### src/rtl/ics_queue.sv
// Small register-based FIFO between the front and back parts.
// Standalone; width and depth come from the instantiating module.

module ics_queue #(
   parameter int WIDTH = 8,
   parameter int DEPTH = 4
) (
   input  logic             clock,
   input  logic             reset,
   input  logic             push_valid,
   output logic             push_ready,
   input  logic [WIDTH-1:0] push_data,
   output logic             pop_valid,
   input  logic             pop_ready,
   output logic [WIDTH-1:0] pop_data
);

   localparam int PW  = $clog2(DEPTH);
   localparam int CNW = $clog2(DEPTH + 1);

   logic [WIDTH-1:0] slot_ff [DEPTH];
   logic [PW-1:0]    wr_ptr_ff, wr_ptr_in;
   logic [PW-1:0]    rd_ptr_ff, rd_ptr_in;
   logic [CNW-1:0]   count_ff, count_in;
   logic             push_fire;
   logic             pop_fire;

   assign push_ready = count_ff != CNW'(DEPTH);
   assign pop_valid  = count_ff != '0;
   assign pop_data   = slot_ff[rd_ptr_ff];
   assign push_fire  = push_valid && push_ready;
   assign pop_fire   = pop_valid && pop_ready;

   // Pointer and fill-count updates.
   always_comb begin
      wr_ptr_in = wr_ptr_ff;
      rd_ptr_in = rd_ptr_ff;
      count_in  = count_ff;
      if (push_fire) begin
         wr_ptr_in = (wr_ptr_ff == PW'(DEPTH - 1)) ? '0 : wr_ptr_ff + 1'b1;
      end
      if (pop_fire) begin
         rd_ptr_in = (rd_ptr_ff == PW'(DEPTH - 1)) ? '0 : rd_ptr_ff + 1'b1;
      end
      if (push_fire && !pop_fire) begin
         count_in = count_ff + 1'b1;
      end else if (pop_fire && !push_fire) begin
         count_in = count_ff - 1'b1;
      end
   end

   always_ff @(posedge clock) begin
      if (push_fire) begin
         slot_ff[wr_ptr_ff] <= push_data;
      end
      if (reset) begin
         wr_ptr_ff <= '0;
         rd_ptr_ff <= '0;
         count_ff  <= '0;
      end else begin
         wr_ptr_ff <= wr_ptr_in;
         rd_ptr_ff <= rd_ptr_in;
         count_ff  <= count_in;
      end
   end

endmodule

### config.mk
export PLATFORM = sky130hd
export DESIGN_NAME = ics_queue
export DESIGN_NICKNAME = d
export VERILOG_FILES = /design/src/rtl/ics_queue.sv
export SDC_FILE = /design/constraint.sdc
export NUM_CORES = 1
export LEC_CHECK = 0
export ABC_AREA = 1
export BUFFER_PORTS_ARGS = -buffer_cell sky130_fd_sc_hd__buf_2
export CORE_MARGIN = 2
export CORE_UTILIZATION = 25
export DETAILED_ROUTE_END_ITERATION = 10
export GPL_ROUTABILITY_DRIVEN = 0
export PLACE_DENSITY_LB_ADDON = 0.08
export REMOVE_ABC_BUFFERS = 1
export SETUP_SLACK_MARGIN = 0.15
export SLEW_MARGIN = 20
export SYNTH_ARGS = -nofsm -noshare
export SYNTH_HDL_FRONTEND = slang
export SYNTH_SLANG_ARGS = --single-unit
export TNS_END_PERCENT = 100
### constraint.sdc
create_clock -name clock -period 2.6 [get_ports clock]
set_input_delay 0.26 -clock clock [delete_from_list [all_inputs] [get_ports clock]]
set_output_delay 0.26 -clock clock [all_outputs]
set_load 0.05 [all_outputs]
==> results_dict.tcl <==
set metrics [dict create \
    setup_viol 0 \
    worst_pin_slew_ns 0.390 \
    drive_above_1_share_pct 22.6 \
    rows 30 \
    worstPathArrival_ns 1.67 \
    synth_area_sq_um 1700 \
    whs_ns 0.133 \
    multiInputGateArea_sq_um 473 \
    status "complete, no violations" \
    post_cts_buffers 0 \
    path_max_fanout 10 \
    dpl-instance-area_sq_um 1920 \
    antenna_left 0 \
    antenna_found_initial 0 \
    ys.warnings.count 0 \
    die_area_sq_um 7460 \
    max_freq_mhz 518 \
    nNetsFinal 195 \
    core_sq_um 6680 \
    ys_seq_elements 41 \
    syn_avg_cell_area_sq_um 11.7 \
    grtUsageTotal_pct 10.0 \
    period_share_pct 74.3 \
    routed_wl_um 3410 \
    drt_pass1_iterations 4 \
    grt-ovfl-total 0 \
    cts_buffer_depth 2 \
    viasPerCell 4.27 \
    postCtsResizedCells 0 \
    place.port_buffers 21 \
    vdd_drop_max_uv 284 \
    drc 0 \
    grt_start_max_net_pins 17 \
    critPathLaunchType "flip-flop" \
    tritoncts "done" \
    die_h_um 86.4 \
    hpwl_um 2370 \
    num_vias 1097 \
    hold_viol 0 \
    setup.worst_path.end_class "primary output" \
    n_antenna_cell 0 \
    seq_area_frac_synth_pct 67.3 \
    yosysUniqueCellTypes 20 \
    clkSinkCount 41 \
    wl_per_cell_um 13.3 \
    die_w_um 86.4 \
    final_cells 257 \
    cts_root_buffer "clkbuf_8" \
    start_util_pct 25.4 \
    fill_cells 715 \
    final_cell_mix "nor2_1, edfxtp_1, buf_2" \
    critPathKind "reg2out" \
    cp_data_required_time_ns 2.34 \
    first_iter_violations 58 \
    area_growth_pct 18.3 \
    hp-class "in2reg" \
    dp.cells 249 \
    synth_cells 145 \
    period_minus_slack_ns 1.93 \
    grt_pass1_vias 1166 \
    cts_max_level 2 \
    clock_skew_ns 0.00556 \
    seqCellArea_sq_um 1140 \
    cts_hold_buf 0 \
    power-per-cell-area_nw_per_um2 1100 \
    drv_cap 0 \
    ioPinCount 22 \
    clk_transition_reported_paths_ns 0.07 \
    cts_buffers 5 \
    clkLatencyLatePin_ns 0.28 \
    grt_pass1_wl_um 5570 \
    tns_ns 0 \
    slew_viol_final 0 \
    rsz0062_at_grt "no" \
    maxSlewHeadroom_pct 74.0 \
    p_leak_nw 0.787 \
    fin_area_sq_um 2010 \
]
[path summary, 6_finish.rpt]
check	startpoint	endpoint	depth (start not counted)	slack [ns]
setup / recovery	flip-flop	pop_data[1]	4	0.67
hold / removal	reset	count_ff[0]$_SDFFE_PP0P_	2	0.13
setup reg to reg	count_ff[1]$_SDFFE_PP0P_	count_ff[1]$_SDFFE_PP0P_	9	0.77
hold reg to reg	rd_ptr_ff[1]$_SDFFE_PP0P_	rd_ptr_ff[1]$_SDFFE_PP0P_	2	0.53
[through the flow]
step	worst slack [ns]	power [mW]	utilization, %
5_1_grt	0.528	2.36	30.0
3_3_place_gp	0.824	1.80	28.7
3_5_place_dp	0.772	1.82	28.7
6_report	0.669	2.21	30.0
4_1_cts	0.600	2.24	30.0
2_1_floorplan	0.703	1.56	-
[report_power, final]
group          switching (mW)  internal, mW
Clock                   0.199         0.216
Combinational           0.654         0.244
Sequential             0.0804         0.812
Total                   0.933          1.27
[cells by family (layout without fill, tap and decap cells)]
family	after synthesis	after routing	synth area share, %
fa+ha+maj	7	7	5.60
compound gates	27	27	9.22
flops	41	41	67.3
simple gates	51	51	12.5
buf+inv	18	50	4.87
xor+xnor	1	1	0.516
[worst max-delay path, cell delays in order, from the launching register on]
cell	delay (ns)
dfxtp_1	0.53
buf_4	0.24
o21ai_0	0.10
o22ai_1	0.22
buf_2	0.30
[sequential cells by signal, indices dropped and copies added, names as in the netlist, named ones only]
signal,count
count_ff,3
slot_ff,32
wr_ptr_ff,2
rd_ptr_ff,2
[cell type report]
type	instances	share of cell area [%]
well taps	80	4.99
clock buffers	8	4.49
flip-flops and latches	41	56.9
inverters	16	2.99
repair buffers	26	7.11
multi-input cells	86	23.6
[synthesized netlist by cell type]
| library cell | n | area, sq um |
|---|---|---|
| edfxtp_1 | 32 | 961 |
| nor2_1 | 32 | 120 |
| inv_1 | 15 | 56.3 |
| o21ai_0 | 13 | 65.1 |
| nand2_1 | 11 | 41.3 |
| dfxtp_1 | 9 | 180 |
| o22ai_1 | 8 | 50.1 |
| ha_1 | 6 | 75.1 |
| nand2_2 | 3 | 18.8 |
| o21ai_2 | 3 | 26.3 |
| a21oi_1 | 2 | 10.0 |
| buf_6 | 2 | 22.5 |
| nand3b_1 | 2 | 15.0 |
| fa_1 | 1 | 20.0 |
| inv_2 | 1 | 3.75 |
| nand3_1 | 1 | 5.00 |
| nand4_1 | 1 | 6.26 |
| nor2_2 | 1 | 6.26 |
| o21ai_1 | 1 | 5.00 |
| xor2_1 | 1 | 8.76 |
[layer usage]
metal | vias up | track usage (%) | part of all wire [%]
li1 | 556 | - | -
met1 | 522 | 12.5 | 46
met2 | 14 | 16.4 | 50
met3 | 5 | 2.48 | 2.7
met4 | 0 | 4.69 | 1.6
met5 | - | 0 | 0
Note: power is estimated with default switching activity, not from simulation.
