$ cat src/rtl/ics_pkg.sv
// Shared types and constants for the indexed canvas scaler.
// Used by every file of the block but ics_ram and ics_queue; depends on nothing.

package ics_pkg;

   // Default sizes of the stores.
   localparam int MAX_CANVAS_W_DEF  = 256;
   localparam int MAX_CANVAS_H_DEF  = 256;
   localparam int PALETTE_DEPTH_DEF = 256;

   // Field widths of the channels.
   localparam int FUNC_W  = 2;
   localparam int POS_W   = 11;
   localparam int INDEX_W = 8;
   localparam int RGB_W   = 24;
   localparam int ARGB_W  = 32;

   // Configuration register widths.
   localparam int CANVAS_REG_W = 9;
   localparam int SCREEN_REG_W = 12;
   localparam int CSR_INDEX_W  = 3;
   localparam int CSR_DATA_W   = 12;

   // Fixed-point scaling: step is 9.8, the mapped coordinate drops the fraction.
   localparam int FRAC_W = 8;
   localparam int STEP_W = CANVAS_REG_W + FRAC_W;
   localparam int PROD_W = POS_W + STEP_W;
   localparam int MAP_W  = PROD_W - FRAC_W;

   // Depth of the queue between the front and back parts.
   localparam int QUEUE_DEPTH = 4;

   localparam logic [7:0] ALPHA_OPAQUE = 8'hFF;

   // Selector codes of the input channel.
   typedef enum logic [FUNC_W-1:0] {
      FUNC_PALETTE = 2'd0,
      FUNC_CANVAS  = 2'd1,
      FUNC_RENDER  = 2'd2,
      FUNC_NONE    = 2'd3
   } func_type;

   // Configuration register indexes.
   typedef enum logic [CSR_INDEX_W-1:0] {
      REG_CANVAS_W  = 3'd0,
      REG_CANVAS_H  = 3'd1,
      REG_SCREEN_W  = 3'd2,
      REG_SCREEN_H  = 3'd3,
      REG_STRETCH   = 3'd4
   } reg_index_type;

   // Operations handed from the front part to the back part.
   typedef enum logic [1:0] {
      OP_PALETTE,
      OP_CANVAS,
      OP_RENDER
   } op_type;

   // Fixed part of one queued command; coordinates travel beside it.
   typedef struct packed {
      op_type               op;
      logic                 hit;
      logic [INDEX_W-1:0]   idx;
      logic [RGB_W-1:0]     rgb;
   } cmd_type;

   // Status of the front part's step computation.
   typedef struct packed {
      logic step_pending;
      logic step_busy;
   } front_status_type;

endpackage

$ cat src/rtl/ics_channels.sv
// Channel interfaces of the indexed canvas scaler: request, response, CSR write.
// Depends on ics_pkg for field widths.

interface ics_req_if;
   logic                              valid;
   logic                              ready;
   logic [ics_pkg::FUNC_W-1:0]        func;
   logic [ics_pkg::POS_W-1:0]         pos_x;
   logic [ics_pkg::POS_W-1:0]         pos_y;
   logic [ics_pkg::INDEX_W-1:0]       color_index;
   logic [ics_pkg::RGB_W-1:0]         rgb_value;
   logic [ics_pkg::INDEX_W-1:0]       transparent_index;
   logic                              transparency_on;
   logic                              restore_background;
   logic [ics_pkg::INDEX_W-1:0]       background_index;

   modport source (output valid, func, pos_x, pos_y, color_index, rgb_value,
                   transparent_index, transparency_on, restore_background,
                   background_index, input ready);
   modport sink (input valid, func, pos_x, pos_y, color_index, rgb_value,
                 transparent_index, transparency_on, restore_background,
                 background_index, output ready);
endinterface


interface ics_csr_if;
   logic                             valid;
   logic                             ready;
   logic [ics_pkg::CSR_INDEX_W-1:0]  reg_index;
   logic [ics_pkg::CSR_DATA_W-1:0]   write_data;

   modport source (output valid, reg_index, write_data, input ready);
   modport sink (input valid, reg_index, write_data, output ready);
endinterface

$ cat src/rtl/ics_div.sv
// Restoring divider, one quotient bit per cycle, for the 9.8 scaling step.
// Depends on ics_pkg for operand widths.

module ics_div (
   input  logic                               clock,
   input  logic                               reset,
   input  logic                               start,
   input  logic [ics_pkg::STEP_W-1:0]         dividend,
   input  logic [ics_pkg::SCREEN_REG_W-1:0]   divisor,
   output logic                               busy,
   output logic [ics_pkg::STEP_W-1:0]         quotient
);

   localparam int QW  = ics_pkg::STEP_W;
   localparam int DW  = ics_pkg::SCREEN_REG_W;
   localparam int CNW = $clog2(QW + 1);

   logic           busy_ff, busy_in;
   logic [CNW-1:0] count_ff, count_in;
   logic [QW-1:0]  quot_ff, quot_in;
   logic [DW-1:0]  rem_ff, rem_in;
   logic [DW-1:0]  div_ff, div_in;
   logic [DW:0]    trial;
   logic [DW:0]    diff;
   logic           ge;

   // One restoring step: shift in the next dividend bit and try a subtract.
   always_comb begin
      trial = {rem_ff, quot_ff[QW-1]};
      diff  = trial - {1'b0, div_ff};
      ge    = trial >= {1'b0, div_ff};
   end

   always_comb begin
      busy_in  = busy_ff;
      count_in = count_ff;
      quot_in  = quot_ff;
      rem_in   = rem_ff;
      div_in   = div_ff;
      if (start) begin
         busy_in  = 1'b1;
         count_in = CNW'(QW);
         quot_in  = dividend;
         rem_in   = '0;
         div_in   = divisor;
      end else if (busy_ff) begin
         quot_in  = {quot_ff[QW-2:0], ge};
         rem_in   = ge ? diff[DW-1:0] : trial[DW-1:0];
         count_in = count_ff - 1'b1;
         if (count_ff == CNW'(1)) begin
            busy_in = 1'b0;
         end
      end
   end

   always_ff @(posedge clock) begin
      count_ff <= count_in;
      quot_ff  <= quot_in;
      rem_ff   <= rem_in;
      div_ff   <= div_in;
      if (reset) begin
         busy_ff <= 1'b0;
      end else begin
         busy_ff <= busy_in;
      end
   end

   assign busy     = busy_ff;
   assign quotient = quot_ff;

endmodule

$ cat src/rtl/ics_front.sv
// Front part: configuration registers, scaling-step dividers, request intake
// and classification into queued commands. Depends on ics_pkg, ics_channels, ics_div.

module ics_front #(
   parameter int MAX_CANVAS_W  = ics_pkg::MAX_CANVAS_W_DEF,
   parameter int MAX_CANVAS_H  = ics_pkg::MAX_CANVAS_H_DEF,
   parameter int PALETTE_DEPTH = ics_pkg::PALETTE_DEPTH_DEF,
   localparam int CXW = $clog2(MAX_CANVAS_W),
   localparam int CYW = $clog2(MAX_CANVAS_H)
) (
   input  logic                        clock,
   input  logic                        reset,
   ics_csr_if.sink                     csr,
   ics_req_if.sink                     req,
   output ics_pkg::cmd_type            q_cmd,
   output logic [CXW-1:0]              q_cx,
   output logic [CYW-1:0]              q_cy,
   output logic                        q_valid,
   input  logic                        q_ready,
   output ics_pkg::front_status_type   status
);

   localparam int CRW   = ics_pkg::CANVAS_REG_W;
   localparam int SRW   = ics_pkg::SCREEN_REG_W;
   localparam int CMP_W = ics_pkg::POS_W;
   localparam int PCW   = ics_pkg::INDEX_W + 1;
   localparam int FW    = ics_pkg::FRAC_W;
   localparam int PRW   = ics_pkg::PROD_W;
   localparam int MW    = ics_pkg::MAP_W;
   localparam int SW    = ics_pkg::STEP_W;

   // Configuration registers.
   logic [CRW-1:0] cw_ff, cw_in;
   logic [CRW-1:0] ch_ff, ch_in;
   logic [SRW-1:0] sw_ff, sw_in;
   logic [SRW-1:0] sh_ff, sh_in;
   logic           stretch_ff, stretch_in;
   logic           pending_ff, pending_in;

   // Effective sizes and scaling steps.
   logic [CRW-1:0] cw_eff, ch_eff;
   logic [SRW-1:0] sw_eff, sh_eff;
   logic [SW-1:0]  step_x, step_y;
   logic           busy_x, busy_y;
   logic           div_start;

   // Intake stage.
   logic                          st_valid_ff, st_valid_in;
   logic [ics_pkg::FUNC_W-1:0]    st_func_ff;
   logic [ics_pkg::POS_W-1:0]     st_px_ff, st_py_ff;
   logic [ics_pkg::INDEX_W-1:0]   st_ci_ff, st_trans_ff, st_bg_ff;
   logic [ics_pkg::RGB_W-1:0]     st_rgb_ff;
   logic                          st_trans_on_ff, st_restore_ff;
   logic [PRW-1:0]                st_prod_x_ff, st_prod_y_ff;
   logic [PRW-1:0]                prod_x_in, prod_y_in;

   logic          req_fire;
   logic          need_push;
   logic          st_done;
   logic          is_render;
   logic          is_trans;
   logic          in_canvas;
   logic [MW-1:0] coord_x, coord_y;

   // CSR writes; any write asks for the steps to be recomputed.
   assign csr.ready = 1'b1;

   always_comb begin
      cw_in      = cw_ff;
      ch_in      = ch_ff;
      sw_in      = sw_ff;
      sh_in      = sh_ff;
      stretch_in = stretch_ff;
      pending_in = pending_ff && !div_start;
      if (csr.valid) begin
         pending_in = 1'b1;
         case (csr.reg_index)
            ics_pkg::REG_CANVAS_W: cw_in      = csr.write_data[CRW-1:0];
            ics_pkg::REG_CANVAS_H: ch_in      = csr.write_data[CRW-1:0];
            ics_pkg::REG_SCREEN_W: sw_in      = csr.write_data[SRW-1:0];
            ics_pkg::REG_SCREEN_H: sh_in      = csr.write_data[SRW-1:0];
            ics_pkg::REG_STRETCH:  stretch_in = csr.write_data[0];
            default: ;
         endcase
      end
   end

   // Clamp the canvas size to 1..max and the screen size to at least 1.
   always_comb begin
      if (cw_ff == '0) begin
         cw_eff = CRW'(1);
      end else if (CMP_W'(cw_ff) > CMP_W'(MAX_CANVAS_W)) begin
         cw_eff = CRW'(MAX_CANVAS_W);
      end else begin
         cw_eff = cw_ff;
      end
      if (ch_ff == '0) begin
         ch_eff = CRW'(1);
      end else if (CMP_W'(ch_ff) > CMP_W'(MAX_CANVAS_H)) begin
         ch_eff = CRW'(MAX_CANVAS_H);
      end else begin
         ch_eff = ch_ff;
      end
      sw_eff = (sw_ff == '0) ? SRW'(1) : sw_ff;
      sh_eff = (sh_ff == '0) ? SRW'(1) : sh_ff;
   end

   // Step = canvas * 256 / screen, one divider per axis.
   assign div_start = pending_ff && !busy_x && !busy_y;

   ics_div u_div_x (
      .clock    (clock),
      .reset    (reset),
      .start    (div_start),
      .dividend ({cw_eff, {FW{1'b0}}}),
      .divisor  (sw_eff),
      .busy     (busy_x),
      .quotient (step_x)
   );

   ics_div u_div_y (
      .clock    (clock),
      .reset    (reset),
      .start    (div_start),
      .dividend ({ch_eff, {FW{1'b0}}}),
      .divisor  (sh_eff),
      .busy     (busy_y),
      .quotient (step_y)
   );

   assign status.step_pending = pending_ff;
   assign status.step_busy    = busy_x || busy_y;

   // Intake: the scaled coordinates are multiplied on the way into the stage.
   assign req.ready = !pending_ff && !busy_x && !busy_y && (!st_valid_ff || st_done);
   assign req_fire  = req.valid && req.ready;
   assign prod_x_in = PRW'(req.pos_x) * PRW'(step_x);
   assign prod_y_in = PRW'(req.pos_y) * PRW'(step_y);

   // Classify the staged item into a command, or drop it.
   always_comb begin
      is_render = st_func_ff == ics_pkg::FUNC_RENDER;
      is_trans  = st_ci_ff == st_trans_ff;
      if (is_render && stretch_ff) begin
         coord_x = st_prod_x_ff[PRW-1:FW];
         coord_y = st_prod_y_ff[PRW-1:FW];
      end else begin
         coord_x = MW'(st_px_ff);
         coord_y = MW'(st_py_ff);
      end
      in_canvas = (coord_x < MW'(cw_eff)) && (coord_y < MW'(ch_eff));

      q_cmd.op  = ics_pkg::OP_RENDER;
      q_cmd.hit = in_canvas;
      q_cmd.idx = st_ci_ff;
      q_cmd.rgb = st_rgb_ff;
      need_push = 1'b0;
      case (st_func_ff)
         ics_pkg::FUNC_PALETTE: begin
            q_cmd.op  = ics_pkg::OP_PALETTE;
            need_push = PCW'(st_ci_ff) < PCW'(PALETTE_DEPTH);
         end
         ics_pkg::FUNC_CANVAS: begin
            q_cmd.op = ics_pkg::OP_CANVAS;
            if (st_restore_ff && is_trans) begin
               q_cmd.idx = st_bg_ff;
            end
            need_push = in_canvas && (st_restore_ff || !(st_trans_on_ff && is_trans));
         end
         ics_pkg::FUNC_RENDER: begin
            need_push = 1'b1;
         end
         default: begin
            need_push = 1'b0;
         end
      endcase
   end

   assign q_cx    = coord_x[CXW-1:0];
   assign q_cy    = coord_y[CYW-1:0];
   assign q_valid = st_valid_ff && need_push;
   assign st_done = !need_push || q_ready;

   always_comb begin
      if (req_fire) begin
         st_valid_in = 1'b1;
      end else if (st_done) begin
         st_valid_in = 1'b0;
      end else begin
         st_valid_in = st_valid_ff;
      end
   end

   always_ff @(posedge clock) begin
      if (req_fire) begin
         st_func_ff     <= req.func;
         st_px_ff       <= req.pos_x;
         st_py_ff       <= req.pos_y;
         st_ci_ff       <= req.color_index;
         st_rgb_ff      <= req.rgb_value;
         st_trans_ff    <= req.transparent_index;
         st_trans_on_ff <= req.transparency_on;
         st_restore_ff  <= req.restore_background;
         st_bg_ff       <= req.background_index;
         st_prod_x_ff   <= prod_x_in;
         st_prod_y_ff   <= prod_y_in;
      end
      if (reset) begin
         cw_ff       <= CRW'(256);
         ch_ff       <= CRW'(256);
         sw_ff       <= SRW'(256);
         sh_ff       <= SRW'(256);
         stretch_ff  <= 1'b1;
         pending_ff  <= 1'b1;
         st_valid_ff <= 1'b0;
      end else begin
         cw_ff       <= cw_in;
         ch_ff       <= ch_in;
         sw_ff       <= sw_in;
         sh_ff       <= sh_in;
         stretch_ff  <= stretch_in;
         pending_ff  <= pending_in;
         st_valid_ff <= st_valid_in;
      end
   end

endmodule

$ cat src/flat_wrapper.sv
// flat-port wrapper written by rule: the top's interface ports become plain ports
module ics_front_flat 
#(
   parameter int MAX_CANVAS_W  = ics_pkg::MAX_CANVAS_W_DEF,
   parameter int MAX_CANVAS_H  = ics_pkg::MAX_CANVAS_H_DEF,
   parameter int PALETTE_DEPTH = ics_pkg::PALETTE_DEPTH_DEF,
   localparam int CXW = $clog2(MAX_CANVAS_W),
   localparam int CYW = $clog2(MAX_CANVAS_H)
)
  (clock, reset, q_cmd, q_cx, q_cy, q_valid, q_ready, status, csr_valid, csr_reg_index, csr_write_data, csr_ready, req_valid, req_func, req_pos_x, req_pos_y, req_color_index, req_rgb_value, req_transparent_index, req_transparency_on, req_restore_background, req_background_index, req_ready);
  ics_csr_if csr_i ();
  ics_req_if req_i ();
  input  logic clock;
  input  logic reset;
  output ics_pkg::cmd_type q_cmd;
  output logic [CXW-1:0] q_cx;
  output logic [CYW-1:0] q_cy;
  output logic q_valid;
  input  logic q_ready;
  output ics_pkg::front_status_type status;
  input wire logic [$bits(csr_i.valid)-1:0] csr_valid;
  input wire logic [$bits(csr_i.reg_index)-1:0] csr_reg_index;
  input wire logic [$bits(csr_i.write_data)-1:0] csr_write_data;
  output wire logic [$bits(csr_i.ready)-1:0] csr_ready;
  input wire logic [$bits(req_i.valid)-1:0] req_valid;
  input wire logic [$bits(req_i.func)-1:0] req_func;
  input wire logic [$bits(req_i.pos_x)-1:0] req_pos_x;
  input wire logic [$bits(req_i.pos_y)-1:0] req_pos_y;
  input wire logic [$bits(req_i.color_index)-1:0] req_color_index;
  input wire logic [$bits(req_i.rgb_value)-1:0] req_rgb_value;
  input wire logic [$bits(req_i.transparent_index)-1:0] req_transparent_index;
  input wire logic [$bits(req_i.transparency_on)-1:0] req_transparency_on;
  input wire logic [$bits(req_i.restore_background)-1:0] req_restore_background;
  input wire logic [$bits(req_i.background_index)-1:0] req_background_index;
  output wire logic [$bits(req_i.ready)-1:0] req_ready;
  assign csr_i.valid = csr_valid;
  assign csr_i.reg_index = csr_reg_index;
  assign csr_i.write_data = csr_write_data;
  assign csr_ready = csr_i.ready;
  assign req_i.valid = req_valid;
  assign req_i.func = req_func;
  assign req_i.pos_x = req_pos_x;
  assign req_i.pos_y = req_pos_y;
  assign req_i.color_index = req_color_index;
  assign req_i.rgb_value = req_rgb_value;
  assign req_i.transparent_index = req_transparent_index;
  assign req_i.transparency_on = req_transparency_on;
  assign req_i.restore_background = req_restore_background;
  assign req_i.background_index = req_background_index;
  assign req_ready = req_i.ready;
  ics_front #(.MAX_CANVAS_W(MAX_CANVAS_W), .MAX_CANVAS_H(MAX_CANVAS_H), .PALETTE_DEPTH(PALETTE_DEPTH)) u_core (.clock(clock), .reset(reset), .csr(csr_i), .req(req_i), .q_cmd(q_cmd), .q_cx(q_cx), .q_cy(q_cy), .q_valid(q_valid), .q_ready(q_ready), .status(status));
endmodule
$ cat config.mk
export PLATFORM = sky130hd
export DESIGN_NAME = ics_front_flat
export DESIGN_NICKNAME = d
export VERILOG_FILES = /design/src/rtl/ics_pkg.sv /design/src/rtl/ics_channels.sv /design/src/rtl/ics_div.sv /design/src/rtl/ics_front.sv /design/src/flat_wrapper.sv
export SDC_FILE = /design/constraint.sdc
export NUM_CORES = 1
export LEC_CHECK = 0
export BUFFER_PORTS_ARGS = -buffer_cell sky130_fd_sc_hd__buf_2
export CAP_MARGIN = 20
export CORE_MARGIN = 8
export CORE_UTILIZATION = 55
export CTS_BUF_LIST = sky130_fd_sc_hd__clkbuf_8 sky130_fd_sc_hd__clkbuf_16
export DETAILED_ROUTE_END_ITERATION = 16
export HOLD_SLACK_MARGIN = 0.03
export PLACE_DENSITY = 0.78
export SLEW_MARGIN = 20
export SYNTH_ARGS = -nofsm -noshare
export SYNTH_HDL_FRONTEND = slang
export SYNTH_SLANG_ARGS = --single-unit
export TNS_END_PERCENT = 20
$ cat constraint.sdc
create_clock -name clock -period 34.6 [get_ports clock]
set_clock_uncertainty 0.15 [all_clocks]
set_input_delay 1.73 -clock clock [delete_from_list [all_inputs] [get_ports clock]]
set_output_delay 1.73 -clock clock [all_outputs]
set_load 0.03 [all_outputs]
==> flow_summary.json, run 1 <==
{
  "worstHoldStart": "u_core.sw_ff[0]$_SDFFE_PP0P_",
  "drt_iter0_drc": 1204,
  "grt_use_total_pct": 22.1,
  "finalNetCount": 2849,
  "final_hold_viol_count": 0,
  "cts_tree": "yes",
  "crit_cells": 19,
  "area_growth_pct": 8.63,
  "slew_headroom_pct": 39.5,
  "r2r_cells": 18,
  "clockBufferDepth": 3,
  "clock-sinks": 253,
  "fin_ws_ns": 27.60,
  "yosys_warnings": 0,
  "clkTransAtPathRegs_ns": 0.06,
  "ys_seq_area_share_pct": 30.0,
  "slew_violations": 0,
  "synth-async-reset-ratio_pct": 0,
  "final_antenna_net_count": 0,
  "die_area_mm2": 0.0469,
  "ir_worst_vdd_mv": 0.0637,
  "clk_latency_ns": 0.56,
  "finalInstanceArea_mm2": 0.0240,
  "worstSetupPathType": "input pin to flop",
  "post_dp_cell_area_mm2": 0.0231,
  "worstReg2RegEnd": "u_core.st_prod_y_ff[25]$_DFFE_PP_",
  "fillers": 3229,
  "total_power_mw": 1.85,
  "startpoint_type": "input pin",
  "regArea_mm2": 0.00663,
  "yosysTopAreaCell": "fa_1",
  "reg2reg_from": "u_core.u_div_y.quotient[4]$_SDFFE_PP0P_",
  "wl_per_cell_um": 18.2,
  "r2r_setup_slack_ns": 28.41,
  "tightest_slew_ns": 0.908,
  "critPathSlowestCell": "fa_1",
  "cpLargestDelayFamily": "adder cells",
  "path_max_fanout": 18,
  "synthCells": 2250,
  "fmax_mhz": 143,
  "critPathMostFrequentCell": "fa_1",
  "cts_resized": 0,
  "wl_mm": 52.1,
  "cp-startpoint": "req_pos_y[4]",
  "rsz0062_at_grt": "no",
  "grt_pass1_vias": 17000,
  "antenna_found_initial": 0,
  "grt_pass1_wl_mm": 85.3,
  "initial_core_util_pct": 55.7,
  "setup_tns_ns": 0,
  "hold_class": "flop to flop",
  "die_h_um": 217,
  "dp_hpwl_mm": 39.6,
  "cp_cell_sequence": "buf_2 -> nand2_1 -> fa_1 -> fa_1 -> inv_1 -> fa_1 -> fa_1 -> inv_1 -> fa_1 -> inv_1 -> ha_1 -> o21a_1 -> o21ai_0 -> a2111o_1 -> a41oi_1 -> o211ai_1 -> nand3b_1 -> a21oi_1 -> xnor2_1",
  "drive_gt1_share_pct": 10.3,
  "fin_crit_sh_pct": 20.2,
  "hold_buffers": 0,
  "io-pin-count": 150,
  "vias_per_cell": 5.54,
  "synth_ff_type": "edfxtp_1",
  "htreeDepth": 1,
  "cp.required_ns": 34.76,
  "syn_avg_cell_area_um2": 9.83,
  "synth_common_cells": "357 x inv_1, 344 x nand2_1, 268 x fa_1",
  "dr_total_vias": 15900,
  "setup-violations-final": 0,
  "crit_end": "u_core.st_prod_y_ff[25]$_DFFE_PP_",
  "ys_ff_latch": 253,
  "rows": 73,
  "end_kind": "flop",
  "synth_area_leaders": "fa_1 24%, edfxtp_1 21%, ha_1 9.6%",
  "powerDensity_mw_per_mm2": 77.2,
  "port_buffers": 148,
  "fin_crit_ns": 7.00,
  "max_stage_delay_ns": 0.55,
  "crit_arrival_ns": 7.15,
  "gp_congestion": 0.868,
  "antennaDiodeCount": 0,
  "synth-edff-count": 156,
  "gr-total-overflow": 0,
  "die_width_um": 217,
  "preCtsSetupSlack_ns": 27.03,
  "post_cts_buffers": 0,
  "ys_types": 69,
  "synth_top_cell_area_share_pct": 24.3,
  "cts_buffers": 27,
  "root_buffer": "clkbuf_16",
  "syn_area_mm2": 0.0221,
  "maxCapViolCount": 0,
  "grt_max_degree": 66,
  "multiInputGateArea_mm2": 0.0137,
  "firstDrtPassIters": 5,
  "synth_nets": 2782,
  "drc": 0,
  "worst-path-buf-inv": 4,
  "status": "finished, final reports clean",
  "core_mm2": 0.0397,
  "p_leak_nw": 11.0,
  "synth.most_common_cell": "inv_1"
}
power by group:
group          switching, mW  internal (mW)  leakage (nW)  total (mW)
logic                  0.628          0.474          8.28        1.10
clock network          0.126          0.164         0.471       0.291
registers             0.0560          0.406          2.25       0.462
total                  0.810           1.04          11.0        1.85
stage by stage:
stage / cells / util, % / hold WS [ns]
after floorplan: 2250 / - / 0.285
after global placement: 2813 / 58.2 / 0.295
after detailed placement: 2813 / 58.2 / 0.304
after CTS: 2863 / 60.5 / 0.314
after global routing: 2863 / 60.5 / 0.328
final: 2863 / 60.5 / 0.316
tightest hold or removal path: stages, from the launching register on:
cell and delay, ns:
dfxtp_1 0.31, nand2_1 0.05, a21oi_1 0.05
how the worst min path moves through the flow:
stage,end,slack (ns),cells past startpoint
finish,u_core.sw_ff[0]$_SDFFE_PP0P_,0.32,2
global route,u_core.sw_ff[0]$_SDFFE_PP0P_,0.33,2
CTS,u_core.sw_ff[0]$_SDFFE_PP0P_,0.31,2
detailed placement,u_core.u_div_y.div_ff[3]$_SDFFCE_PN0P_,0.30,0
global placement,u_core.u_div_y.div_ff[3]$_SDFFCE_PN0P_,0.29,0
floorplan,u_core.u_div_y.count_ff[2]$_SDFFE_PP0P_,0.29,1
per-layer routing:
metal	vias up	routed length, um	global-route usage, %	part of all wire [%]
met1	7885	20800	27.7	40
met5	-	0	0	0
met2	540	26300	38.7	50
met4	0	1410	6.63	2.7
li1	7342	-	-	-
met3	108	3620	3.93	6.9
cells by family after synthesis:
| group | synth area share (%) |
|---|---|
| AOI/OAI and AO/OA | 7.56 |
| xor gates and xnor gates | 2.38 |
| adders and majority gates | 33.9 |
| buffers and inverters | 8.16 |
| DFF | 30.0 |
| muxes | 2.32 |
| other | 0.0170 |
| and+or+nand+nor | 15.7 |
layout make-up:
| class | count | area share [%] |
|---|---|---|
| Multi-Input combinational cell | 1520 | 57.0 |
| Clock buffer | 34 | 3.31 |
| Inverter | 360 | 5.62 |
| Tap cell | 525 | 2.73 |
| Timing Repair Buffer | 155 | 3.30 |
| Sequential cell | 253 | 27.6 |
| Clock inverter | 16 | 0.443 |
cells in the final DEF (no fill, tap or decap), types with 51 or more instances in the layout:
cell type and count:
nand2_1 344, dfxtp_1 97, o21ai_0 53, a21oi_1 86
inv_1 361, buf_2 148, and2_1 182, fa_1 268
edfxtp_1 156, ha_1 170, nor2_1 51
sequential cells by signal, indices dropped and copies added, names as in the netlist, 11 cells and up:
register	cells
u_core.st_px_ff	11
u_core.st_rgb_ff	24
u_core.u_div_y.rem_ff	12
u_core.st_py_ff	11
u_core.u_div_y.div_ff	12
u_core.sw_ff	12
u_core.u_div_x.quotient	17
u_core.u_div_y.quotient	17
u_core.st_prod_y_ff	20
u_core.sh_ff	12
u_core.u_div_x.div_ff	12
u_core.st_prod_x_ff	20
u_core.u_div_x.rem_ff	12
No activity file was read; power rests on OpenSTA's default activity.
==> run 2, diff against run 1 <==
ABC_AREA = 1   (was unset)
PLACE_DENSITY = 0.8   (was 0.78)
clock period = 5.8 ns   (was 34.6 ns; I/O delays follow)
==> flow_summary.json, run 2 <==
{
  "htreeDepth": 1,
  "clkTransAtPathRegs_ns": 0.07,
  "gr-total-overflow": 0,
  "ys_types": 60,
  "cts_tree": "yes",
  "maxCapViolCount": 0,
  "synth-adder-area-share_pct": 32.3,
  "ir_worst_vdd_mv": 0.435,
  "top_register": "u_core.st_rgb_ff",
  "io-pin-count": 150,
  "synth-edff-count": 156,
  "preCtsSetupSlack_ns": 0.130,
  "critPathMostFrequentCell": "inv_1",
  "dr_total_vias": 19000,
  "setup_tns_ns": 0,
  "area_growth_pct": 13.1,
  "synth_ff_type": "edfxtp_1",
  "yosys_warnings": 0,
  "synthXorXnorAreaFrac_pct": 2.42,
  "drc": 0,
  "synth_top_family_by_area": "adder cells",
  "path_max_fanout": 6,
  "grt_max_degree": 44,
  "synth_nets": 3301,
  "synth_mux_area_share_pct": 0.388,
  "root_buffer": "clkbuf_16",
  "finalNetCount": 3475,
  "vias_per_cell": 5.42,
  "worstHoldStart": "req_pos_x[2]",
  "core_mm2": 0.0418,
  "tightest_slew_ns": 0.965,
  "worstReg2RegEnd": "u_core.st_prod_x_ff[27]$_DFFE_PP_",
  "setup-violations-final": 0,
  "reg2reg_from": "u_core.u_div_x.quotient[8]$_DFFE_PP_",
  "hold_end": "u_core.st_px_ff[2]$_DFFE_PP_",
  "hold_class": "input pin to flop",
  "wl_per_cell_um": 17.5,
  "critPathSlowestCell": "edfxtp_1",
  "ys_seq_area_share_pct": 28.6,
  "cp.required_ns": 5.95,
  "synth_top_cell_area_share_pct": 23.1,
  "rsz0062_at_grt": "no",
  "fin_cells": 3503,
  "yosysTopAreaCell": "fa_1",
  "cp_cell_sequence": "buf_4 -> buf_4 -> nand2_1 -> inv_1 -> fa_1 -> inv_1 -> fa_1 -> inv_1 -> fa_1 -> fa_1 -> inv_1 -> fa_1 -> inv_1 -> ha_1 -> a21oi_1 -> o21ai_0 -> nor2_1 -> inv_1 -> a221oi_1 -> nand2_1 -> xnor2_1",
  "r2r_setup_slack_ns": 0.25,
  "initial_core_util_pct": 55.6,
  "slew_violations": 0,
  "synth_area_leaders": "fa_1 23%, edfxtp_1 20%, nand2_1 10%",
  "synth.most_common_cell": "nand2_1",
  "fmax_mhz": 180,
  "worstSetupPathType": "flop to flop",
  "wl_mm": 61.4,
  "synth-simple-area-share_pct": 15.7,
  "layout_common_cells": "648 x nand2_1, 638 x inv_1, 268 x fa_1",
  "fin_crit_sh_pct": 95.7,
  "antenna_found_initial": 2,
  "grt_pass1_wl_mm": 101,
  "dp_hpwl_mm": 46.1,
  "rows": 75,
  "dpl.cell_count": 3364,
  "crit_arrival_ns": 5.70,
  "drive_gt1_share_pct": 9.99,
  "p_leak_nw": 13.8,
  "drt_iter0_drc": 1832,
  "synth_common_cells": "648 x nand2_1, 635 x inv_1, 268 x fa_1",
  "synth-async-reset-ratio_pct": 0,
  "die_area_mm2": 0.0490,
  "clock-sinks": 253,
  "largestRegisters": "u_core.st_rgb_ff (24), u_core.st_prod_x_ff (20), u_core.st_prod_y_ff (20)",
  "final_antenna_net_count": 0,
  "clk_latency_ns": 0.58,
  "ys_ff_latch": 253,
  "startpoint_type": "flop",
  "grt_pass1_vias": 19700,
  "synthCells": 2769,
  "powerDensity_mw_per_mm2": 482,
  "largest_reg_flops": 24,
  "final_common_cell": "nand2_1",
  "die_h_um": 221,
  "gp_congestion": 0.947,
  "syn_avg_cell_area_um2": 8.38,
  "whs_path_depth": 1,
  "synth_compound_area_share_pct": 7.94,
  "slew_headroom_pct": 35.6,
  "syn_area_mm2": 0.0232,
  "final_hold_viol_count": 0,
  "cts_buffers": 26,
  "status": "finished, final reports clean",
  "port_buffers": 148,
  "fin_ws_ns": 0.247,
  "end_kind": "flop",
  "grt_use_total_pct": 25.1,
  "fin_crit_ns": 5.55,
  "clockBufferDepth": 3,
  "max_stage_delay_ns": 0.53,
  "r2r_cells": 21,
  "die_width_um": 221,
  "firstDrtPassIters": 6
}
==> run 2: cell families after synthesis <==
logic type               after synthesis
multiplexers                           8
flip-flops                           253
AND/OR/NAND/NOR                      900
XOR/XNOR                              64
adder cells (fa/ha/maj)              438
AO/OA/AOI/OAI                        328
buffers and inverters                777
other                                  1
==> run 2: final cells by class <==
| class | instances | area (um^2) |
|---|---|---|
| fillers | 3329 | 15500 |
| multi-input cells | 1739 | 13700 |
| flip-flops and latches | 253 | 6640 |
| inverters | 644 | 2420 |
| repair buffers | 279 | 1970 |
| well taps | 539 | 674 |
| clock buffers | 27 | 664 |
| clock inverters | 21 | 211 |
| diodes | 1 | 2.50 |
==> run 2: worst max-delay path by stage <==
stage,endpoint,from,depth (start not counted)
2_1_floorplan,u_core.st_bg_ff[0]$_DFFE_PP_,u_core.st_func_ff[0]$_DFFE_PP_,15
3_3_place_gp,u_core.st_prod_y_ff[22]$_DFFE_PP_,req_pos_y[6],21
3_5_place_dp,u_core.st_prod_y_ff[22]$_DFFE_PP_,req_pos_y[6],21
4_1_cts,u_core.st_prod_x_ff[22]$_DFFE_PP_,u_core.u_div_x.quotient[8]$_DFFE_PP_,19
5_1_grt,u_core.st_prod_x_ff[27]$_DFFE_PP_,u_core.u_div_x.quotient[10]$_DFFE_PP_,19
6_report,u_core.st_prod_x_ff[27]$_DFFE_PP_,u_core.u_div_x.quotient[8]$_DFFE_PP_,21
==> run 2: layer usage <==
| layer | up-vias | GRT usage, % | share of wire, % |
|---|---|---|---|
| met5 | - | 0 | 0.021 |
| met4 | 2 | 9.43 | 4.0 |
| met3 | 171 | 3.06 | 7.1 |
| met2 | 784 | 43.8 | 49 |
| met1 | 9267 | 31.6 | 40 |
| li1 | 8778 | - | - |
==> run 2: where the power goes <==
part	switching, mW	leakage [nW]	internal [mW]	total, mW
sequential	0.270	2.25	2.47	2.74
clock	0.758	0.448	0.975	1.73
combinational	5.16	11.0	3.01	8.17
total	6.19	13.8	6.46	12.6
==> run 2: through the flow <==
stage | power, mW | utilization (%) | hold WS, ns | area [um^2]
floorplan | 8.66 | - | 0.209 | 23200
global placement | 10.5 | 58.5 | 0.272 | 24400
detailed placement | 10.7 | 58.5 | 0.279 | 24400
CTS | 12.5 | 62.7 | 0.0344 | 26200
global route | 13.8 | 62.9 | 0.0543 | 26200
finish | 12.6 | 62.9 | 0.0458 | 26300
==> run 2: timing repair <==
action	in CTS	in global routing
setup buffers	0	4
resized for setup	0	14
hold buffers	85	0
endpoints found under the setup margin	0	9
hold endpoints to repair	110	0
==> run 2: critical path, delay by kind of cell, from the launching register on <==
kind                       cells  cell delay (ns)
xor gates and xnor gates       1             0.14
and+or+nand+nor                3             0.41
DFF                            1             0.53
adders and majority gates      6             2.71
AOI/OAI and AO/OA              3             0.67
buffers and inverters          8             0.69
==> run 3, diff against run 2 <==
SETUP_SLACK_MARGIN = 0.5   (was unset)
==> flow_summary.json, run 3 (synthesis results as in run 2) <==
{
  "status": "finished, final reports clean",
  "hold_end": "u_core.st_py_ff[9]$_DFFE_PP_",
  "core_mm2": 0.0418,
  "grt_pass1_vias": 20100,
  "slew_violations": 0,
  "top_register": "u_core.st_rgb_ff",
  "fillers": 3275,
  "htreeDepth": 1,
  "timing.hold.ws_ns": 0.0549,
  "critPathMostFrequentCell": "fa_1",
  "vias_per_cell": 5.45,
  "slew_headroom_pct": 29.4,
  "clock-sinks": 253,
  "firstDrtPassIters": 5,
  "dp_hpwl_mm": 45.8,
  "utilization_pct": 65.1,
  "path_max_fanout": 5,
  "drt_iter0_drc": 1581,
  "finalNetCount": 3514,
  "swShare_pct": 48.8,
  "grt_use_total_pct": 25.2,
  "rsz0062_at_grt": "yes",
  "worst-path-buf-inv": 6,
  "cpLargestDelayFamily": "adder cells",
  "rows": 75,
  "drive_gt1_share_pct": 14.3,
  "io-pin-count": 150,
  "startpoint_type": "flop",
  "max_stage_delay_ns": 0.56,
  "grt_max_degree": 70,
  "r2r_setup_slack_ns": 0.59,
  "gr-total-overflow": 0,
  "tightest_slew_ns": 1.06,
  "dr_total_vias": 19300,
  "clock_power_share_pct": 11.9,
  "root_buffer": "clkbuf_16",
  "cts_buffers": 27,
  "antennaDiodeCount": 0,
  "setup-violations-final": 0,
  "die_width_um": 221,
  "cp_cell_sequence": "buf_4 -> buf_6 -> nand2_1 -> inv_1 -> fa_1 -> fa_1 -> fa_1 -> fa_1 -> inv_1 -> fa_1 -> inv_1 -> ha_4 -> nand2_1 -> nor2_2 -> inv_1 -> nor2_2 -> nand3_1 -> o211ai_1 -> xor2_1",
  "r2r_cells": 19,
  "finalInstanceArea_mm2": 0.0272,
  "clkTransAtPathRegs_ns": 0.06,
  "port_buffers": 148,
  "wl_per_cell_um": 17.7,
  "cts_tree": "yes",
  "cp.required_ns": 5.92,
  "regArea_mm2": 0.00666,
  "hold_class": "input pin to flop",
  "maxCapViolCount": 0,
  "post_dp_cell_area_mm2": 0.0246,
  "largest_reg_flops": 24,
  "gp_congestion": 0.956,
  "multiInputGateArea_mm2": 0.0143,
  "largestRegisters": "u_core.st_rgb_ff (24), u_core.st_prod_x_ff (20), u_core.st_prod_y_ff (20)",
  "initial_core_util_pct": 55.6,
  "die_h_um": 221,
  "worstSetupPathType": "flop to flop",
  "layout_common_cells": "635 x inv_1, 623 x nand2_1, 267 x fa_1",
  "fin_crit_sh_pct": 89.9,
  "fin_crit_ns": 5.21,
  "final_antenna_net_count": 0,
  "die_area_mm2": 0.0490,
  "setup_tns_ns": 0,
  "crit_arrival_ns": 5.33,
  "wl_mm": 62.8,
  "ir_worst_vdd_mv": 0.496,
  "grt_pass1_wl_mm": 101,
  "clockBufferDepth": 3,
  "power_frac_comb_pct": 68.4,
  "end_kind": "flop",
  "reg2reg_from": "u_core.u_div_y.quotient[9]$_DFFE_PP_",
  "critPathSlowestCell": "fa_1",
  "p_int_mw": 7.02,
  "worstHoldStart": "req_pos_y[9]",
  "fmax_mhz": 192,
  "area_growth_pct": 17.1,
  "final_common_cell": "inv_1",
  "powerDensity_mw_per_mm2": 505,
  "clk_latency_ns": 0.56,
  "final_hold_viol_count": 0,
  "p_leak_nw": 14.0,
  "drc": 0,
  "pwr-share-seq_pct": 19.6,
  "power_switching_mw": 6.70,
  "antenna_found_initial": 0,
  "worstReg2RegEnd": "u_core.st_prod_y_ff[21]$_DFFE_PP_",
  "whs_path_depth": 1
}
[run 3: metal layers]
| layer | up-vias | GRT usage, % | wire [um] |
|---|---|---|---|
| met5 | - | 0 | 0 |
| met3 | 186 | 3.66 | 4690 |
| met4 | 0 | 9.47 | 2440 |
| li1 | 8858 | - | - |
| met2 | 816 | 43.9 | 30900 |
| met1 | 9428 | 31.5 | 24800 |
[run 3: what timing repair did]
item,4_1_cts,5_1_grt
hold buffers,82,0
buffers inserted,16,32
gates cloned,0,1
pin swaps,3,47
resized for setup,29,99
endpoints found under the setup margin,23,27
endpoints found under the hold margin,107,0
[run 3: how the worst max path moves through the flow]
stage / from / to / slack [ns] / depth (start not counted)
floorplan: u_core.st_func_ff[0]$_DFFE_PP_ / u_core.st_bg_ff[0]$_DFFE_PP_ / 0.37 / 15
global placement: u_core.u_div_x.quotient[8]$_DFFE_PP_ / u_core.st_prod_x_ff[22]$_DFFE_PP_ / 0.17 / 19
detailed placement: u_core.u_div_x.quotient[8]$_DFFE_PP_ / u_core.st_prod_x_ff[22]$_DFFE_PP_ / 0.08 / 19
CTS: u_core.u_div_y.quotient[8]$_DFFE_PP_ / u_core.st_prod_y_ff[21]$_DFFE_PP_ / 0.48 / 18
global route: u_core.u_div_y.quotient[9]$_DFFE_PP_ / u_core.st_prod_y_ff[20]$_DFFE_PP_ / 0.40 / 22
finish: u_core.u_div_y.quotient[9]$_DFFE_PP_ / u_core.st_prod_y_ff[21]$_DFFE_PP_ / 0.59 / 19
[run 3: cell type report]
class                      count  area share, %
clock buffer                  29           2.59
clock inverter                21          0.465
inverter                     644           8.91
multi-input combinational   1739           52.6
sequential                   253           24.5
tap                          539           2.48
timing repair buffer         317           8.46
[run 3: metrics by stage]
stage	setup WS (ns)	instances	total power [mW]
5_1_grt	0.403	3542	14.9
4_1_cts	0.482	3509	12.6
3_5_place_dp	0.0775	3361	10.7
3_3_place_gp	0.173	3360	10.5
2_1_floorplan	0.374	2769	8.67
6_report	0.588	3542	13.7
[run 3: power groups by stage]
stage               clock network [mW]  registers, mW  logic (mW)
floorplan                            0           2.63        6.04
global placement                     0           2.78        7.75
detailed placement                   0           2.78        7.92
CTS                               1.65           2.70        8.25
global route                      1.74           2.71        10.4
finish                            1.64           2.69        9.38
